[src/bwc_pkg.sv]
// Shared types and constants of the boost window controller.
`default_nettype none

package bwc_pkg;

  // Default number of devices handled by one controller.
  localparam int NUM_DEVICES_DEFAULT = 2;

  // Field widths.
  localparam int CMD_W   = 3;
  localparam int DEV_W   = 3;
  localparam int TICKS_W = 16;
  localparam int FREQ_W  = 32;
  localparam int MASK_W  = 8;
  localparam int CIDX_W  = 3;
  localparam int CDATA_W = 32;

  // Commands carried in the input tuser field.
  typedef enum logic [CMD_W-1:0] {
    CMD_TICK       = 3'd0,
    CMD_KICK_ALL   = 3'd1,
    CMD_KICK_ONE   = 3'd2,
    CMD_MAX_KICK   = 3'd3,
    CMD_SCREEN_ON  = 3'd4,
    CMD_SCREEN_OFF = 3'd5
  } cmd_t;

  // Configuration register indexes.
  typedef enum logic [CIDX_W-1:0] {
    REG_KICK_FREQ    = 3'd0,
    REG_LOWEST_FREQ  = 3'd1,
    REG_CEILING_FREQ = 3'd2,
    REG_INPUT_TICKS  = 3'd3,
    REG_WAKE_TICKS   = 3'd4,
    REG_ENABLE_MASK  = 3'd5
  } cfg_reg_t;

  // Register reset values.
  localparam logic [FREQ_W-1:0]  KICK_FREQ_RST    = 32'd0;
  localparam logic [FREQ_W-1:0]  LOWEST_FREQ_RST  = 32'd0;
  localparam logic [FREQ_W-1:0]  CEILING_FREQ_RST = 32'hFFFF_FFFF;
  localparam logic [TICKS_W-1:0] INPUT_TICKS_RST  = 16'd64;
  localparam logic [TICKS_W-1:0] WAKE_TICKS_RST   = 16'd1000;
  localparam logic [MASK_W-1:0]  ENABLE_MASK_RST  = 8'd0;

  // One countdown window: running flag and ticks left.
  typedef struct packed {
    logic               on;
    logic [TICKS_W-1:0] rem;
  } window_t;

  // Per-device state as held in the state memory.
  typedef struct packed {
    logic    display_off;
    window_t input_win;
    window_t max_win;
  } dev_entry_t;

  localparam int ENTRY_W = $bits(dev_entry_t);

  // Sequencer states.
  typedef enum logic [1:0] {
    ST_IDLE,
    ST_READ,
    ST_MODIFY,
    ST_FLUSH
  } state_t;

endpackage

`default_nettype wire

[src/bwc_ram.sv]
// Generic single-port-write, single-port-read RAM with registered read data.
`default_nettype none

module bwc_ram #(
  parameter int WIDTH = 8,
  parameter int DEPTH = 2
) (
  input  wire logic                                   clk,
  input  wire logic                                   we,
  input  wire logic [(DEPTH > 1 ? $clog2(DEPTH) : 1)-1:0] waddr,
  input  wire logic [WIDTH-1:0]                       wdata,
  input  wire logic                                   re,
  input  wire logic [(DEPTH > 1 ? $clog2(DEPTH) : 1)-1:0] raddr,
  output logic      [WIDTH-1:0]                       rdata
);

  logic [WIDTH-1:0] mem [DEPTH];

  // Write port.
  always_ff @(posedge clk) begin
    if (we) begin
      mem[waddr] <= wdata;
    end
  end

  // Registered read port; data holds while no read is issued.
  always_ff @(posedge clk) begin
    if (re) begin
      rdata <= mem[raddr];
    end
  end

endmodule

`default_nettype wire

[src/boost_window_controller.sv]
// Top level of the boost window controller: sequencer, state memory and result path.
//
// Usage. Input items arrive on s_tvalid/s_tready: s_tuser carries the command,
// s_tdata the target device and the max boost length. Result items leave on
// m_tvalid/m_tready: m_tdata carries the device, its new floor frequency and
// its max boost flag; m_tlast marks the final result caused by an input item.
// An input item causes between zero and NUM_DEVICES results, in ascending
// device order. Configuration registers are written through cfg_valid,
// cfg_index and cfg_data, which are always ready; the user must write them
// only while the block is idle, as the block itself does not enforce this.
// Per-device state sits in a small memory with registered read data; each
// input item is accepted, then visits every device with a read step and a
// modify/write step, then ends with a final flush of the last result. A result
// reaches the output register once the next result is known or at the flush.
// The next item is accepted only after the flush, but a result may still be
// waiting in the output register then. When the receiver stalls, one result
// is held back in a pending slot and the sequencer waits until the output
// register frees. Reset clears the valid bits of the state memory, so every
// device reads as screen on with no boost running, and restores the
// register reset values.
`default_nettype none

module boost_window_controller #(
  parameter int NUM_DEVICES = bwc_pkg::NUM_DEVICES_DEFAULT
) (
  input  wire logic        clk,
  input  wire logic        rst,
  // Input items.
  input  wire logic        s_tvalid,
  output logic             s_tready,
  input  wire logic [23:0] s_tdata,   // [2:0] device_index, [18:3] duration_ticks, rest zero
  input  wire logic [2:0]  s_tuser,   // [2:0] command
  // Result items.
  output logic             m_tvalid,
  input  wire logic        m_tready,
  output logic      [39:0] m_tdata,   // [2:0] device_number, [34:3] min_frequency,
                                      // [35] max_boost_on, rest zero
  output logic             m_tlast,   // last_result
  // Configuration writes.
  input  wire logic        cfg_valid,
  output logic             cfg_ready,
  input  wire logic [2:0]  cfg_index,
  input  wire logic [31:0] cfg_data
);

  localparam int DW = (NUM_DEVICES > 1) ? $clog2(NUM_DEVICES) : 1;
  localparam logic [DW-1:0] LAST_DEV = DW'(NUM_DEVICES - 1);

  // Configuration registers.
  logic [bwc_pkg::FREQ_W-1:0]  kick_freq;
  logic [bwc_pkg::FREQ_W-1:0]  lowest_freq;
  logic [bwc_pkg::FREQ_W-1:0]  ceiling_freq;
  logic [bwc_pkg::TICKS_W-1:0] input_ticks;
  logic [bwc_pkg::TICKS_W-1:0] wake_ticks;
  logic [bwc_pkg::MASK_W-1:0]  enable_mask;

  assign cfg_ready = 1'b1;

  always_ff @(posedge clk) begin
    if (rst) begin
      kick_freq    <= bwc_pkg::KICK_FREQ_RST;
      lowest_freq  <= bwc_pkg::LOWEST_FREQ_RST;
      ceiling_freq <= bwc_pkg::CEILING_FREQ_RST;
      input_ticks  <= bwc_pkg::INPUT_TICKS_RST;
      wake_ticks   <= bwc_pkg::WAKE_TICKS_RST;
      enable_mask  <= bwc_pkg::ENABLE_MASK_RST;
    end else if (cfg_valid && cfg_ready) begin
      case (cfg_index)
        bwc_pkg::REG_KICK_FREQ:    kick_freq    <= cfg_data;
        bwc_pkg::REG_LOWEST_FREQ:  lowest_freq  <= cfg_data;
        bwc_pkg::REG_CEILING_FREQ: ceiling_freq <= cfg_data;
        bwc_pkg::REG_INPUT_TICKS:  input_ticks  <= cfg_data[15:0];
        bwc_pkg::REG_WAKE_TICKS:   wake_ticks   <= cfg_data[15:0];
        bwc_pkg::REG_ENABLE_MASK:  enable_mask  <= cfg_data[7:0];
        default: ;
      endcase
    end
  end

  // Sequencer and item registers.
  bwc_pkg::state_t state_q, state_next;
  logic [2:0]                  cmd_q;
  logic [2:0]                  idx_q;
  logic [bwc_pkg::TICKS_W-1:0] dur_q;
  logic [DW-1:0]               dev_q;

  // State memory and its valid bits.
  logic [NUM_DEVICES-1:0]      vld;
  logic                        rd_vld_q;
  logic                        ram_we;
  logic                        ram_re;
  logic [bwc_pkg::ENTRY_W-1:0] ram_rdata;
  bwc_pkg::dev_entry_t         cur;
  bwc_pkg::dev_entry_t         upd;

  bwc_ram #(
    .WIDTH (bwc_pkg::ENTRY_W),
    .DEPTH (NUM_DEVICES)
  ) u_state_ram (
    .clk   (clk),
    .we    (ram_we),
    .waddr (dev_q),
    .wdata (upd),
    .re    (ram_re),
    .raddr (dev_q),
    .rdata (ram_rdata)
  );

  // Pending result and output register.
  logic                       pend_valid;
  logic [DW-1:0]              pend_dev;
  logic [bwc_pkg::FREQ_W-1:0] pend_freq;
  logic                       pend_max;
  logic                       out_valid;
  logic [DW-1:0]              out_dev;
  logic [bwc_pkg::FREQ_W-1:0] out_freq;
  logic                       out_max;
  logic                       out_last;

  // Window helpers.
  function automatic bwc_pkg::window_t count_down(bwc_pkg::window_t w);
    bwc_pkg::window_t r;
    r = w;
    if (w.on) begin
      if (w.rem <= 16'd1) begin
        r.on  = 1'b0;
        r.rem = '0;
      end else begin
        r.rem = w.rem - 16'd1;
      end
    end
    return r;
  endfunction

  // A device never written since reset reads as all zero.
  assign cur = rd_vld_q ? bwc_pkg::dev_entry_t'(ram_rdata) : '0;

  logic dev_en;
  logic is_target;
  logic emit;
  logic changed;
  logic out_free;
  logic advance;
  logic load_mid;
  logic load_final;
  logic [bwc_pkg::FREQ_W-1:0] capped_freq;
  logic [bwc_pkg::FREQ_W-1:0] new_freq;
  logic new_max;

  assign dev_en    = enable_mask[dev_q];
  assign is_target = (idx_q == {{(3 - DW){1'b0}}, dev_q});

  // Read-modify step for the device being visited.
  always_comb begin
    upd = cur;
    case (cmd_q)
      bwc_pkg::CMD_TICK: begin
        upd.input_win = count_down(cur.input_win);
        upd.max_win   = count_down(cur.max_win);
      end
      bwc_pkg::CMD_KICK_ALL: begin
        if (dev_en && !cur.display_off) begin
          upd.input_win.on  = 1'b1;
          upd.input_win.rem = input_ticks;
        end
      end
      bwc_pkg::CMD_KICK_ONE: begin
        if (is_target && dev_en && !cur.display_off) begin
          upd.input_win.on  = 1'b1;
          upd.input_win.rem = input_ticks;
        end
      end
      bwc_pkg::CMD_MAX_KICK: begin
        if (is_target && dev_en && !cur.display_off && !(cur.max_win.rem > dur_q)) begin
          upd.max_win.on  = 1'b1;
          upd.max_win.rem = dur_q;
        end
      end
      bwc_pkg::CMD_SCREEN_ON: begin
        // Screen-off is cleared before the wake boost is tried.
        upd.display_off = 1'b0;
        if (dev_en && !(cur.max_win.rem > wake_ticks)) begin
          upd.max_win.on  = 1'b1;
          upd.max_win.rem = wake_ticks;
        end
      end
      bwc_pkg::CMD_SCREEN_OFF: begin
        upd.display_off = 1'b1;
      end
      default: ;
    endcase
  end

  // Result value for the visited device.
  assign changed = (upd.display_off != cur.display_off)
                || (upd.input_win.on != cur.input_win.on)
                || (upd.max_win.on != cur.max_win.on);
  assign emit        = dev_en && changed;
  assign capped_freq = (kick_freq < ceiling_freq) ? kick_freq : ceiling_freq;
  assign new_freq    = (!upd.display_off && upd.input_win.on) ? capped_freq : lowest_freq;
  assign new_max     = !upd.display_off && upd.max_win.on;

  assign out_free = !out_valid || m_tready;
  // A new result can only be kept once the older pending one has somewhere to go.
  assign advance  = !emit || !pend_valid || out_free;

  // Next state.
  always_comb begin
    state_next = state_q;
    case (state_q)
      bwc_pkg::ST_IDLE: begin
        if (s_tvalid) begin
          state_next = bwc_pkg::ST_READ;
        end
      end
      bwc_pkg::ST_READ: begin
        state_next = bwc_pkg::ST_MODIFY;
      end
      bwc_pkg::ST_MODIFY: begin
        if (advance) begin
          state_next = (dev_q == LAST_DEV) ? bwc_pkg::ST_FLUSH : bwc_pkg::ST_READ;
        end
      end
      bwc_pkg::ST_FLUSH: begin
        if (!pend_valid || out_free) begin
          state_next = bwc_pkg::ST_IDLE;
        end
      end
      default: state_next = bwc_pkg::ST_IDLE;
    endcase
  end

  // Control outputs of the sequencer.
  always_comb begin
    s_tready   = 1'b0;
    ram_re     = 1'b0;
    ram_we     = 1'b0;
    load_mid   = 1'b0;
    load_final = 1'b0;
    case (state_q)
      bwc_pkg::ST_IDLE: begin
        s_tready = 1'b1;
      end
      bwc_pkg::ST_READ: begin
        ram_re = 1'b1;
      end
      bwc_pkg::ST_MODIFY: begin
        ram_we   = advance;
        load_mid = advance && emit && pend_valid;
      end
      bwc_pkg::ST_FLUSH: begin
        load_final = pend_valid && out_free;
      end
      default: ;
    endcase
  end

  // Sequencer registers.
  always_ff @(posedge clk) begin
    if (rst) begin
      state_q <= bwc_pkg::ST_IDLE;
      dev_q   <= '0;
    end else begin
      state_q <= state_next;
      if (state_q == bwc_pkg::ST_IDLE) begin
        dev_q <= '0;
      end else if (state_q == bwc_pkg::ST_MODIFY && advance && dev_q != LAST_DEV) begin
        dev_q <= dev_q + DW'(1);
      end
    end
  end

  // Item capture.
  always_ff @(posedge clk) begin
    if (s_tvalid && s_tready) begin
      cmd_q <= s_tuser;
      idx_q <= s_tdata[2:0];
      dur_q <= s_tdata[18:3];
    end
  end

  // Valid bits of the state memory.
  always_ff @(posedge clk) begin
    if (rst) begin
      vld <= '0;
    end else if (ram_we) begin
      vld[dev_q] <= 1'b1;
    end
  end

  always_ff @(posedge clk) begin
    if (ram_re) begin
      rd_vld_q <= vld[dev_q];
    end
  end

  // Pending result slot.
  always_ff @(posedge clk) begin
    if (rst) begin
      pend_valid <= 1'b0;
    end else if (ram_we && emit) begin
      pend_valid <= 1'b1;
    end else if (load_final) begin
      pend_valid <= 1'b0;
    end
  end

  always_ff @(posedge clk) begin
    if (ram_we && emit) begin
      pend_dev  <= dev_q;
      pend_freq <= new_freq;
      pend_max  <= new_max;
    end
  end

  // Output register.
  always_ff @(posedge clk) begin
    if (rst) begin
      out_valid <= 1'b0;
    end else if (load_mid || load_final) begin
      out_valid <= 1'b1;
    end else if (m_tready) begin
      out_valid <= 1'b0;
    end
  end

  always_ff @(posedge clk) begin
    if (load_mid || load_final) begin
      out_dev  <= pend_dev;
      out_freq <= pend_freq;
      out_max  <= pend_max;
      out_last <= load_final;
    end
  end

  assign m_tvalid = out_valid;
  assign m_tlast  = out_last;
  assign m_tdata  = {4'd0, out_max, out_freq, {(3 - DW){1'b0}}, out_dev};

endmodule

`default_nettype wire
[config.mk]
export PLATFORM = sky130hd
export DESIGN_NAME = boost_window_controller
export DESIGN_NICKNAME = d
export VERILOG_FILES = /design/src/bwc_pkg.sv /design/src/bwc_ram.sv /design/src/boost_window_controller.sv
export SDC_FILE = /design/constraint.sdc
export NUM_CORES = 1
export LEC_CHECK = 0
export BUFFER_PORTS_ARGS = -buffer_cell sky130_fd_sc_hd__clkbuf_2
export CAP_MARGIN = 25
export CORE_UTILIZATION = 45
export CTS_CLUSTER_SIZE = 8
export DETAILED_ROUTE_END_ITERATION = 16
export PLACE_DENSITY = 0.6
export SYNTH_ARGS = -nofsm -noshare
export SYNTH_HDL_FRONTEND = slang
export SYNTH_HIERARCHICAL = 1
export SYNTH_SLANG_ARGS = --single-unit
[constraint.sdc]
create_clock -name clk -period 9 [get_ports clk]
set_clock_uncertainty 0.15 [all_clocks]
set_input_delay 0.45 -clock clk [delete_from_list [all_inputs] [get_ports clk]]
set_output_delay 0.45 -clock clk [all_outputs]
set_load 0.01 [all_outputs]
# Word-level counts from Yosys, hierarchy flattened
# Memory sizes are Yosys's and may differ from the RTL's. A register that Yosys moved wholly into a read port is not among the register bits.
# Cells that the tools add are included.
# W data, S select, Z words.
# word_totals
regBits,229
mem_bits_rw,70
inputBits,67
out_inout_bits,44
elab_cells,137
memories,1
# memory_table
name,depth,width,read_ports,rd_ports_with_merged_regs,wr,line,source
u_state_ram.mem,2,35,1,1,1,bwc_ram.sv:17,logic [WIDTH-1:0] mem [DEPTH];
# op_classes
add_sub_neg,3
order_cmp,8
n_eq_ne,20
n_mux,38
n_bitwise,2
reduce_logical,43
# op_table
cell,n
$mux W17,6
$pmux W17 S3,2
$mux W32,2
$mux W35,1
$gt A16 B16 Y1,2
$le A16 B1 Y1 const B,2
$lt A32 B32 Y1,1
$mux W16,2
$sub A16 B1 Y16 const B,2
$mux W1,18
$logic_and A1 B1 Y1,16
$eq A3 B2 Y1 const B,4
$eq A3 B3 Y1 const B,4
$reduce_and A2 Y1,6
$mux W2,4
$pmux W2 S4,1
$logic_not A1 Y1,7
$logic_or A1 B1 Y1,7
$eq A3 B1 Y1 const B,2
$logic_not A3 Y1,2
$ne A2 B2 Y1 const B,3
$eq A2 B2 Y1 const B,2
$lt A1 B4 Y1 const B,1
$reduce_bool A2 Y1,2
13 further kinds,15

# Depth between registers and ports, before layout
# Gate-level depths: netlist of run 1.
# logic_depth
ltp_word,18
depth_mapped,16
mapped_depth_nobuf,12

# Modules after synthesis
# Netlist of run 1, hierarchy kept.
# by_module_without_submodules
module,instances,cells_per_inst,area_per_inst_um2,seq_area_each_um2
boost_window_controller,1,1412,12156.7,5505.3
bwc_ram,1,146,3743.6,3153.0

# Worst setup path after synthesis of run 1
# No wires, ideal clock.
# synth_timing
kind,flip-flop to flip-flop
from,reg rd_vld_q
to,"reg out_last (netlist: m_tlast), enable pin"
setup_time_ns,0.481
t_arrival_ns,5.626
required_time_ns,8.369
path_slack_ns,2.743
path_stages_with_launch,16
path_buffers,4
period_less_slack_ns,6.257
cell_sequence,edfxtp_1 -> buf_2 -> clkbuf_1 -> clkbuf_1 -> nand2_1 -> inv_1 -> ha_1 -> a211oi_1 -> o21ai_0 -> a2111oi_0 -> a31oi_1 -> nor2_1 -> nand3_1 -> and2_1 -> buf_2 -> a211oi_1
# synth_via
elab_chain_len,16
word_cells_on_any_way,36
classes_between,order compare: 4; eq/ne: 3; mux: 13; reduce/logical: 16
# synth_lines
item,line,source
start: declaration,boost_window_controller.sv:89,logic rd_vld_q;
start signal: assignment,boost_window_controller.sv:293,rd_vld_q <= vld[dev_q];
$mux W35 *,boost_window_controller.sv:136,assign cur = rd_vld_q ? bwc_pkg::dev_entry_t'(ram_rdata) : '0;
"$le A16 B1 Y1, or another cell as far along",boost_window_controller.sv:125,if (w.rem <= 16'd1) begin
"$mux W1, or another cell as far along",boost_window_controller.sv:125,
"$mux W17, or another cell as far along",boost_window_controller.sv:124,if (w.on) begin
"$pmux W17 S3, or another cell as far along",boost_window_controller.sv:156,case (cmd_q)
$ne A1 B1 Y1 or $pmux W17 S3 (tied branches),"boost_window_controller.sv:196, boost_window_controller.sv:156",
$logic_or A1 B1 Y1 or $ne A1 B1 Y1 (tied branches),"boost_window_controller.sv:196, boost_window_controller.sv:197",
$logic_or A1 B1 Y1 *,boost_window_controller.sv:197,|| (upd.max_win.on != cur.max_win.on);
$logic_and A1 B1 Y1 *,boost_window_controller.sv:198,assign emit = dev_en && changed;
$logic_not A1 Y1,boost_window_controller.sv:205,assign advance = !emit || !pend_valid || out_free;
$logic_or A1 B1 Y1 (2 in a row),boost_window_controller.sv:205,
$logic_and A1 B1 Y1 * (2 in a row),boost_window_controller.sv:249,load_mid = advance && emit && pend_valid;
$mux W1 *,boost_window_controller.sv:240,case (state_q)
$logic_or A1 B1 Y1 *,boost_window_controller.sv:328,if (load_mid || load_final) begin
end signal: assignment,boost_window_controller.sv:332,out_last <= load_final;
end: declaration,boost_window_controller.sv:118,logic out_last;
# Every way passes the cells marked *; elsewhere a longest branch is shown, timed or not.
# A chain may end at the register's enable or synchronous reset.

# Worst setup path in the final report of run 1
# layout_timing
from,reg rd_vld_q
to,"reg out_freq[8] in the netlist's numbering, enable pin"
# layout_via
elab_chain_len,16
word_cells_on_any_way,36
classes_between,order compare: 4; eq/ne: 3; mux: 13; reduce/logical: 16
# layout_lines
item,line,source
$mux W35 *,boost_window_controller.sv:136,
"$le A16 B1 Y1, or another cell as far along",boost_window_controller.sv:125,
"$mux W1, or another cell as far along",boost_window_controller.sv:125,
"$mux W17, or another cell as far along",boost_window_controller.sv:124,
"$pmux W17 S3, or another cell as far along",boost_window_controller.sv:156,
$ne A1 B1 Y1 or $pmux W17 S3 (tied branches),"boost_window_controller.sv:196, boost_window_controller.sv:156",
$logic_or A1 B1 Y1 or $ne A1 B1 Y1 (tied branches),"boost_window_controller.sv:196, boost_window_controller.sv:197",
$logic_or A1 B1 Y1 *,boost_window_controller.sv:197,
$logic_and A1 B1 Y1 *,boost_window_controller.sv:198,
$logic_not A1 Y1,boost_window_controller.sv:205,
$logic_or A1 B1 Y1 (2 in a row),boost_window_controller.sv:205,
$logic_and A1 B1 Y1 * (2 in a row),boost_window_controller.sv:249,
$mux W1 *,boost_window_controller.sv:240,
$logic_or A1 B1 Y1 *,boost_window_controller.sv:328,
end signal: assignment,boost_window_controller.sv:330,out_freq <= pend_freq;
end: declaration,boost_window_controller.sv:116,logic [bwc_pkg::FREQ_W-1:0] out_freq;
# Marked as above.

==> flow_metrics.env, run 1 <==
export IMPL_status="completed"
export IMPL_setup_violations=0
export IMPL_hold_end="lowest_freq[11]"
export IMPL_hold_viol=0
export IMPL_wl_um=40900
export IMPL_cts_tree="built"
export IMPL_die_w_um=190
export IMPL_drv_cap=0
export IMPL_dp_slack_ps=3930
export IMPL_cts_htree_levels=2
export IMPL_die_area_mm2=0.0361
export IMPL_port_buffers=98
export IMPL_worstPathMaxFanout=60
export IMPL_pin_count=111
export IMPL_drt_iter0_markers=947
export IMPL_end_kind="register"
export IMPL_timing_fmax_mhz=196
export IMPL_peakVddDrop_mv=0.123
export IMPL_worstPathRequired_ps=9050
export IMPL_fin_crit_sh=0.568
export IMPL_setup_worst_path_start_class="register"
export IMPL_post_dp_cell_area_mm2=0.0167
export IMPL_r2r_end="out_freq[8]"
export IMPL_cts_resized=0
export IMPL_drive_gt1_frac=0.131
export IMPL_ys_seq_elements=334
export IMPL_rsz0062_at_grt="no"
export IMPL_ys_seq_area_frac=0.545
export IMPL_area_growth_pct=15.9
export IMPL_ys_warn_count=6
export IMPL_stdcell_area_mm2=0.0184
export IMPL_grt_max_degree=103
export IMPL_finalSetupTns_ps=0
export IMPL_instances_no_fill=2164
export IMPL_dp_cells=2039
export IMPL_clock_root_buffer="clkbuf_16"
export IMPL_grt_pass1_wl_um=63200
export IMPL_hold_depth=3
export IMPL_track_usage=0.228
export IMPL_syn_inst=1558
export IMPL_slew_viol_final=0
export IMPL_synth_top_cell_by_area="edfxtp_1"
export IMPL_p_per_area_mw_per_mm2=198
export IMPL_ys_async_sr_fraction=0
export IMPL_cts_setup_buffers=0
export IMPL_slew_headroom=0.319
export IMPL_syn_cell_area_mm2=0.0159
export IMPL_synth_cell_type_count=71
export IMPL_setup_ws_ps=3890
export IMPL_viasPerCell=5.51
export IMPL_drtAntennaViolNets=0
export IMPL_row_count=68
export IMPL_gp_congestion=0.929
export IMPL_rrSetupSlack_ps=3890
export IMPL_overflow=0
export IMPL_synth_ff_type="edfxtp_1"
export IMPL_yosys_area_top_type_share=0.372
export IMPL_nets=1802
export IMPL_critPathKind="register to register"
export IMPL_reg2reg_depth=13
export IMPL_holdCritPathClass="input pin to register"
export IMPL_drc=0
export IMPL_clk_path_buf_depth=3
export IMPL_arrival_ps=5160
export IMPL_whs_ps=43.2
export IMPL_syn_area_per_cell_um2=10.2
export IMPL_cellLeakagePower_nw=7.40
export IMPL_min_delay_start="cfg_data[11]"
export IMPL_critPathMaxStageDelay_ps=570
export IMPL_antenna_found_initial=1
export IMPL_min_period_ps=5110
export IMPL_vias=11900
export IMPL_cts_reportedPaths_clkPinSlew_ps=50
export IMPL_design_core_area_mm2=0.0346
export IMPL_hpwl_um=26300
export IMPL_worst_skew_pair_late_latency_ps=570
export IMPL_dr_pass1_iters=7
export IMPL_die_y_um=190
export IMPL_grt_pass1_vias=11300
export IMPL_cts_buffers=47
export IMPL_initial_core_util=0.459
export IMPL_crit_chain="buf_4, nand2_1, inv_1, ha_1, and4_1, o211ai_1, o211ai_1, a21boi_1, or2_2, a22oi_1, and2_1, a211oi_4, buf_4"
export IMPL_synth_edff_count=197
export IMPL_clock_sinks=334
export IMPL_cp_slowest_cell="or2_2"
export IMPL_netlist_top_cells_area="edfxtp_1 (37%), dfxtp_1 (17%), nand2_1 (6.4%)"
export IMPL_r2r_start="rd_vld_q"
export IMPL_post_drt_wl_per_cell_um=18.9
export IMPL_tightest_slew_ps=1020
## layout make-up
cell class                 count  area [um2]
antenna                        1        2.50
multi-input combinational   1058        6530
timing repair buffer         157        1050
tap                          455         569
clock inverter                 2        28.8
inverter                      75         282
fill                        3080       16200
sequential                   334        8660
clock buffer                  82        1310
## worst max path at each step
stage / from / end / slack [ps] / depth (start not counted)
6_report: rd_vld_q / out_freq[8] / 3890 / 13
5_1_grt: rd_vld_q / out_freq[10] / 3620 / 12
4_1_cts: rd_vld_q / out_freq[8] / 3940 / 13
3_5_place_dp: rd_vld_q / out_freq[8] / 3930 / 13
3_3_place_gp: rd_vld_q / out_freq[8] / 3980 / 13
2_1_floorplan: rd_vld_q / m_tlast / 2740 / 15
## critical path, delay by kind of cell, from the launching register on
kind	cells	cell delay [ps]
AOI/OAI and AO/OA	5	1400
and+or+nand+nor	4	1390
buffers and inverters	3	1160
DFF	1	320
adders and majority gates	1	260
## report_power, final
part	switching [W]	total, W	internal, W
Sequential	0.0000393	0.00172	0.00168
Clock	0.000642	0.00162	0.000975
Combinational	0.000196	0.000319	0.000123
Total	0.000878	0.00365	0.00278
## Yosys cell counts, types with 3 or more instances
library cell,count
nor4_1,4
and4_1,4
nand3b_1,9
clkbuf_1,63
nand2b_1,7
mux2_2,7
o31a_1,4
or3_1,5
and2_1,12
a221o_1,8
a2111oi_0,3
inv_1,75
o21ai_0,56
a31oi_1,6
a221oi_1,4
o311ai_0,4
dfxtp_1,137
nor2b_1,16
a211oi_1,8
a32oi_1,8
mux2i_1,41
nand2_1,273
a22o_1,5
buf_12,3
a21oi_1,190
mux2_4,30
a211o_1,35
buf_6,6
xnor2_1,4
nor3_1,24
or2_2,5
a22oi_1,6
o21a_1,7
o31ai_1,5
buf_2,12
o211ai_1,12
a21o_1,6
edfxtp_1,197
nor2_1,117
nand3_1,18
ha_1,62
nand4_1,8
and3_1,8
buf_4,10
## metal layers
layer,global-route usage,vias up,wire length (um)
li1,-,5785,-
met1,0.319,5731,19100
met2,0.356,342,18500
met3,0.0328,62,2230
met4,0.0862,0,1070
met5,0,-,0
## flip-flops by register name (all words and copies together) (netlist names), 2 cells and up
name / cells
ceiling_freq: 32
pend_freq: 32
state_q: 2
u_state_ram/rdata: 35
dur_q: 16
kick_freq: 32
u_state_ram/mem: 70
wake_ticks: 16
vld: 2
enable_mask: 2
input_ticks: 16
lowest_freq: 32
idx_q: 3
out_freq: 32
cmd_q: 3
## metrics by stage
| step | utilization | power [W] |
|---|---|---|
| floorplan | - | 0.00195 |
| global placement | 0.481 | 0.00204 |
| detailed placement | 0.482 | 0.00205 |
| CTS | 0.532 | 0.00369 |
| global route | 0.532 | 0.00380 |
| finish | 0.532 | 0.00365 |
## logic make-up (layout without fill, tap and decap cells)
| family | count (synthesis) | after routing | synth area share |
|---|---|---|---|
| other cells | 2 | 8 | 0.000472 |
| compound gates | 383 | 383 | 0.150 |
| buf+inv | 171 | 316 | 0.0496 |
| fa+ha+maj | 63 | 63 | 0.0494 |
| flops | 334 | 334 | 0.545 |
| simple gates | 521 | 521 | 0.144 |
| xor+xnor | 6 | 6 | 0.00330 |
| mux | 78 | 78 | 0.0591 |
## cells in the final DEF (no fill, tap or decap), drive strengths merged, types with 5 or more instances in the layout
cell type      n
o21a           7
buf           21
dfxtp        137
a21o           6
dlygate4sd3   39
o21ai         58
ha            62
and2          14
nand3         18
nor4           5
or2            6
and3           8
a22o           5
a211oi         8
edfxtp       197
clkbuf       179
nor3          25
o31ai          5
a32oi          8
a221o          8
conb           7
nor2b         16
a31oi          6
a22oi          6
nand2b         7
or3            6
nand3b         9
o211ai        12
nand4          8
a21oi        190
mux2i         41
a211o         35
nand2        274
nor2         117
inv           77
mux2          37
## timing repair
| action | in CTS | in global routing |
|---|---|---|
| hold endpoints to repair | 70 | 0 |
| setup endpoints to repair | 0 | 0 |
| hold buffers | 39 | 0 |
Note: power is estimated with default switching activity, not from simulation.
==> run 2: changes to the inputs <==
--- a/config.mk
+++ b/config.mk
@@ -5,12 +5,13 @@
 export SDC_FILE = /design/constraint.sdc
 export NUM_CORES = 1
 export LEC_CHECK = 0
+export ABC_AREA = 1
 export BUFFER_PORTS_ARGS = -buffer_cell sky130_fd_sc_hd__clkbuf_2
 export CAP_MARGIN = 25
 export CORE_UTILIZATION = 45
 export CTS_CLUSTER_SIZE = 8
 export DETAILED_ROUTE_END_ITERATION = 16
-export PLACE_DENSITY = 0.6
+export PLACE_DENSITY = 0.63
 export SYNTH_ARGS = -nofsm -noshare
 export SYNTH_HDL_FRONTEND = slang
 export SYNTH_HIERARCHICAL = 1
==> constraint.sdc (replaced) <==
create_clock -name clk -period 4.66 [get_ports clk]
set_clock_uncertainty 0.15 [all_clocks]
set_input_delay 0.233 -clock clk [delete_from_list [all_inputs] [get_ports clk]]
set_output_delay 0.233 -clock clk [all_outputs]
set_load 0.01 [all_outputs]
==> run 2 against run 1 <==
Net effect:
- synthesized cell count grew 11%
- worst hold slack gained 180 ps
- die area shrank 1.5%
- via count grew 7.7%
- register-to-register slack lost 3000 ps
- synthesized area shrank 1.5%
- global-route usage grew 1.4 points
- design area grew 1.5%
- cell count grew 10%
- largest power group unchanged
==> flow_metrics.env, run 2 <==
export IMPL_status="completed"
export IMPL_syn_cell_area_mm2=0.0157
export IMPL_netlist_top_cells_area="edfxtp_1 (38%), dfxtp_1 (18%), nand2_1 (8.1%)"
export IMPL_pin_count=111
export IMPL_drc=0
export IMPL_final_cell_mix="nand2_1 (340), edfxtp_1 (197), nor2_1 (195), o21ai_0 (177), inv_1 (168)"
export IMPL_p_per_area_mw_per_mm2=386
export IMPL_port_buffers=98
export IMPL_clock_sinks=334
export IMPL_cts_setup_buffers=0
export IMPL_area_growth_pct=19.5
export IMPL_syn_inst=1731
export IMPL_fin_crit_sh=0.804
export IMPL_crit_chain="buf_12, nand2_1, inv_1, ha_1, nand2_1, nor4_1, nand2_1, nand2_1, nand2_1, nand2_1, nand2_1, nand2_1, nand3_2, a21oi_1, nand2_1, nand3_1, nand2_1, inv_1, nand2_1, inv_1, buf_12"
export IMPL_min_period_ps=3750
export IMPL_arrival_ps=3860
export IMPL_worst_skew_pair_late_latency_ps=580
export IMPL_cts_htree_levels=2
export IMPL_tightest_slew_ps=896
export IMPL_drv_cap=0
export IMPL_power_switching_w=0.00176
export IMPL_reg_top3="u_state_ram/mem: 70 flops, u_state_ram/rdata: 35 flops"
export IMPL_worstPathMaxFanout=42
export IMPL_track_usage=0.242
export IMPL_grt_max_degree=54
export IMPL_setup_violations=0
export IMPL_grt_pass1_vias=12600
export IMPL_synth_ff_type="edfxtp_1"
export IMPL_vias=12800
export IMPL_yosysMostFrequentCell="nand2_1"
export IMPL_slew_viol_final=0
export IMPL_antenna_found_initial=0
export IMPL_setup_ws_ps=912
export IMPL_final_common_cell="nand2_1"
export IMPL_cp_slowest_cell="edfxtp_1"
export IMPL_viasPerCell=5.38
export IMPL_dp_slack_ps=911
export IMPL_ys_warn_count=6
export IMPL_cts_reportedPaths_clkPinSlew_ps=50
export IMPL_cts_tree="built"
export IMPL_peakVddDrop_mv=0.266
export IMPL_drive_gt1_frac=0.125
export IMPL_ys_seq_area_frac=0.553
export IMPL_synth_commonest_cells="nand2_1 (340), nor2_1 (200), edfxtp_1 (197), o21ai_0 (177), inv_1 (169)"
export IMPL_setup_worst_path_start_class="register"
export IMPL_nets=2027
export IMPL_clk_path_buf_depth=3
export IMPL_die_y_um=189
export IMPL_hpwl_um=26900
export IMPL_hold_buffers=62
export IMPL_post_dp_cell_area_mm2=0.0167
export IMPL_drt_iter0_markers=1002
export IMPL_overflow=0
export IMPL_cts_buffers=48
export IMPL_whs_ps=222
export IMPL_finalSetupTns_ps=0
export IMPL_synth_top_cell_by_area="edfxtp_1"
export IMPL_clock_root_buffer="clkbuf_16"
export IMPL_syn_area_per_cell_um2=9.05
export IMPL_switching_share=0.244
export IMPL_synth_cell_type_count=50
export IMPL_synth_edff_count=197
export IMPL_timing_fmax_mhz=267
export IMPL_grt_pass1_wl_um=67000
export IMPL_holdCritPathClass="input pin to register"
export IMPL_initial_core_util=0.462
export IMPL_critPathMaxStageDelay_ps=400
export IMPL_hold_viol=0
export IMPL_p_comb_frac=0.089
export IMPL_rsz0062_at_grt="no"
export IMPL_ys_async_sr_fraction=0
export IMPL_pwr_share_clk=0.455
export IMPL_antenna_cells=0
export IMPL_wl_um=42400
export IMPL_ys_seq_elements=334
export IMPL_largest_reg_flops=70
export IMPL_drtAntennaViolNets=0
export IMPL_internal_power_w=0.00545
export IMPL_top_register="u_state_ram/mem"
export IMPL_yosys_area_top_type_share=0.378
export IMPL_die_area_mm2=0.0355
export IMPL_stdcell_area_mm2=0.0187
export IMPL_post_drt_wl_per_cell_um=17.8
export IMPL_row_count=67
export IMPL_slew_headroom=0.402
export IMPL_design_core_area_mm2=0.0339
export IMPL_cts_resized=0
export IMPL_worstPathRequired_ps=4770
export IMPL_cellLeakagePower_nw=8.09
export IMPL_die_w_um=189
export IMPL_dr_pass1_iters=5
export IMPL_fin_util=0.552
export IMPL_end_kind="register"
export IMPL_p_seq_frac=0.457
export IMPL_gp_congestion=0.870
export IMPL_cpMostUsedCell="nand2_1"
export IMPL_critPathKind="register to register"
-- run 2: metrics by stage --
stage / instances / power (W)
after floorplan: 1736 / 0.00372
after global placement: 2234 / 0.00393
after detailed placement: 2234 / 0.00394
after CTS: 2385 / 0.00726
after global routing: 2385 / 0.00747
final: 2385 / 0.00721
-- run 2: kinds of logic (layout without fill, tap and decap cells) --
kind of cell             after synthesis  after routing  synth area share
AND/OR/NAND/NOR                      659            659             0.176
XOR/XNOR                               3              3           0.00168
AO/OA/AOI/OAI                        407            407             0.148
other                                  2              7          0.000480
adder cells (fa/ha/maj)               62             62            0.0495
flip-flops                           334            334             0.553
buffers and inverters                264            465            0.0709
-- run 2: area by class of cell --
cell class	instances	area, um2
Fill cell	3079	15200
Sequential cell	334	8660
Multi-Input combinational cell	1138	5960
Timing Repair Buffer	196	1420
Clock buffer	86	1390
Inverter	180	683
Tap cell	448	561
Clock inverter	3	45.0
-- run 2: final timing paths --
check	from	to	slack [ps]	depth (start not counted)
max	rd_vld_q	u_state_ram/mem[1][26]	910	21
min	s_tdata[18]	dur_q[15]	220	2
max reg2reg	rd_vld_q	u_state_ram/mem[1][26]	910	21
min reg2reg	pend_freq[27]	out_freq[27]	260	0
-- run 2: metal layers --
metal	global-route usage	vias up	wire, um
met5	0	-	0
met4	0.108	0	1560
met3	0.0413	91	2700
met2	0.401	459	20100
met1	0.310	6053	18100
li1	-	6237	-
-- run 2: worst max-delay path, delay by kind of cell, from the launching register on --
kind	cells	cell delay [ps]
DFF	1	400
and+or+nand+nor	14	1450
adders and majority gates	1	310
AOI/OAI and AO/OA	1	130
buffers and inverters	5	960
-- run 2: power by group through the flow --
stage | registers [W] | clock network, W | logic, W
after floorplan | 0.00334 | 0 | 0.000388
after global placement | 0.00335 | 0 | 0.000576
after detailed placement | 0.00335 | 0 | 0.000589
after CTS | 0.00329 | 0.00333 | 0.000634
after global routing | 0.00330 | 0.00345 | 0.000713
final | 0.00330 | 0.00328 | 0.000639
==> run 3: changes to the inputs <==
--- a/config.mk
+++ b/config.mk
@@ -11,7 +11,7 @@
 export CORE_UTILIZATION = 45
 export CTS_CLUSTER_SIZE = 8
 export DETAILED_ROUTE_END_ITERATION = 16
-export PLACE_DENSITY = 0.63
+export PLACE_DENSITY = 0.6
 export SYNTH_ARGS = -nofsm -noshare
 export SYNTH_HDL_FRONTEND = slang
 export SYNTH_HIERARCHICAL = 1
==> constraint.sdc (replaced) <==
create_clock -name clk -period 3.8 [get_ports clk]
set_clock_uncertainty 0.15 [all_clocks]
set_input_delay 0.19 -clock clk [delete_from_list [all_inputs] [get_ports clk]]
set_output_delay 0.19 -clock clk [all_outputs]
set_load 0.01 [all_outputs]
==> run 3 against run 2 <==
Net effect:
- register-to-register slack got worse by 720 ps
- largest power group unchanged
- design area increased by 1.8%
- clock power increased by 20%
- sequential share of layout area decreased by 0.82 points
- cell count increased by 1.0%
==> flow_metrics.env, run 3 (synthesis results as in run 2) <==
export IMPL_r2r_start="rd_vld_q"
export IMPL_hpwl_um=26300
export IMPL_end_kind="register"
export IMPL_clock_sinks=334
export IMPL_fin_crit_sh=0.950
export IMPL_dr_pass1_iters=7
export IMPL_reg2reg_depth=22
export IMPL_setup_violations=0
export IMPL_top_register="u_state_ram/mem"
export IMPL_slew_headroom=0.379
export IMPL_row_count=67
export IMPL_grt_pass1_vias=12400
export IMPL_final_cell_mix="nand2_1 (334), edfxtp_1 (197), nor2_1 (194), o21ai_0 (177), inv_1 (164)"
export IMPL_vias=12700
export IMPL_fin_util=0.562
export IMPL_holdCritPathClass="input pin to register"
export IMPL_peakVddDrop_mv=0.307
export IMPL_cts_tree="built"
export IMPL_drv_cap=0
export IMPL_worst_skew_pair_late_latency_ps=560
export IMPL_min_period_ps=3610
export IMPL_setup_worst_path_start_class="register"
export IMPL_clk_path_buf_depth=3
export IMPL_clock_root_buffer="clkbuf_16"
export IMPL_die_w_um=189
export IMPL_post_dp_cell_area_mm2=0.0168
export IMPL_rrSetupSlack_ps=190
export IMPL_startpoint="rd_vld_q"
export IMPL_pin_count=111
export IMPL_wl_um=42300
export IMPL_hold_viol=0
export IMPL_port_buffers=98
export IMPL_nets=2052
export IMPL_drtAntennaViolNets=0
export IMPL_cts_htree_levels=2
export IMPL_critPathKind="register to register"
export IMPL_drc=0
export IMPL_antenna_found_initial=2
export IMPL_stdcell_area_mm2=0.0190
export IMPL_viasPerCell=5.28
export IMPL_cts_buffers=47
export IMPL_post_drt_wl_per_cell_um=17.6
export IMPL_final_common_cell="nand2_1"
export IMPL_cellLeakagePower_nw=8.16
export IMPL_gp_congestion=0.875
export IMPL_worstPathMaxFanout=14
export IMPL_grt_pass1_wl_um=65600
export IMPL_largest_reg_flops=70
export IMPL_grt_max_degree=78
export IMPL_r2r_end="u_state_ram/mem[0][18]"
export IMPL_drt_iter0_markers=926
export IMPL_area_growth_pct=21.6
export IMPL_arrival_ps=3730
export IMPL_crit_end="u_state_ram/mem[0][18]"
export IMPL_initial_core_util=0.462
export IMPL_slew_viol_final=0
export IMPL_die_y_um=189
export IMPL_design_core_area_mm2=0.0339
export IMPL_drive_gt1_frac=0.135
export IMPL_cts_reportedPaths_clkPinSlew_ps=50
export IMPL_p_per_area_mw_per_mm2=462
export IMPL_status="completed"
export IMPL_tightest_slew_ps=929
export IMPL_worstPathRequired_ps=3920
export IMPL_die_area_mm2=0.0355
export IMPL_reg_top3="u_state_ram/mem: 70 flops, u_state_ram/rdata: 35 flops"
export IMPL_overflow=0
export IMPL_track_usage=0.235
export IMPL_timing_fmax_mhz=277
run 3: cell types whose count changed in the layout (fill, tap and decap cells not counted), sizes merged:
cell	previous run	this run
dlygate4sd3	62	76
clkinv	4	5
diode	0	2
clkinvlp	0	2
buf	36	46
inv	179	175
run 3: final cells by class:
cell class,instances,area [um2]
Fill cell,3086,14800
Sequential cell,334,8660
Multi-Input combinational cell,1138,6000
Timing Repair Buffer,222,1750
Clock buffer,84,1340
Inverter,180,692
Tap cell,448,561
Clock inverter,2,50.0
Antenna cell,2,5.00
run 3: worst min-delay path by stage:
| stage | from | depth (start not counted) | endpoint |
|---|---|---|---|
| after floorplan | rst | 1 | pend_valid |
| after global placement | s_tdata[5] | 1 | dur_q[2] |
| after detailed placement | s_tdata[14] | 1 | dur_q[11] |
| after CTS | s_tdata[1] | 2 | idx_q[1] |
| after global routing | s_tdata[4] | 2 | dur_q[1] |
| final | s_tdata[10] | 2 | dur_q[7] |
run 3: critical path, cell delays in order (launching register included):
cell and delay [ps]:
edfxtp_1 410, buf_12 180, nand2_1 90, inv_1 80
ha_1 290, nand2_1 130, nor4_4 360, nand2_1 90
nand2_1 60, nand2_1 40, nand2_1 70, nand2_1 50
nand2_1 70, nand3_2 100, a21oi_1 140, nand2_1 120
nand3_1 130, nand2_1 90, inv_1 90, inv_1 60
nor2_4 160, buf_12 160, clkbuf_16 160
run 3: metrics by stage:
| stage | TNS (ps) | worst slack, ps | total power (W) | hold WS (ps) | instances |
|---|---|---|---|---|---|
| detailed placement | 0 | 179 | 0.00484 | 219 | 2240 |
| finish | 0 | 191 | 0.00880 | 200 | 2410 |
| CTS | 0 | 182 | 0.00885 | 177 | 2402 |
| floorplan | 0 | 23.8 | 0.00457 | 109 | 1736 |
| global placement | 0 | 280 | 0.00482 | 218 | 2240 |
| global route | -165 | -20.4 | 0.00914 | 197 | 2409 |
run 3: where the power goes:
group,total (W),switching (W),internal [W]
logic,0.000817,0.000532,0.000285
clock network,0.00394,0.00158,0.00237
registers,0.00404,0.0000660,0.00398
total,0.00880,0.00217,0.00663
run 3: repair_timing:
item | CTS | global route
gates resized for setup | 0 | 12
endpoints found under the setup margin | 0 | 138
endpoints found under the hold margin | 155 | 0
hold buffers | 76 | 0
setup buffers | 0 | 1
run 3: layer usage:
layer | GRT usage | routed length, um | vias up
li1 | - | - | 6289
met1 | 0.292 | 18000 | 6022
met2 | 0.404 | 20700 | 348
met3 | 0.0440 | 2480 | 73
met4 | 0.0868 | 1120 | 0
met5 | 0 | 0 | -
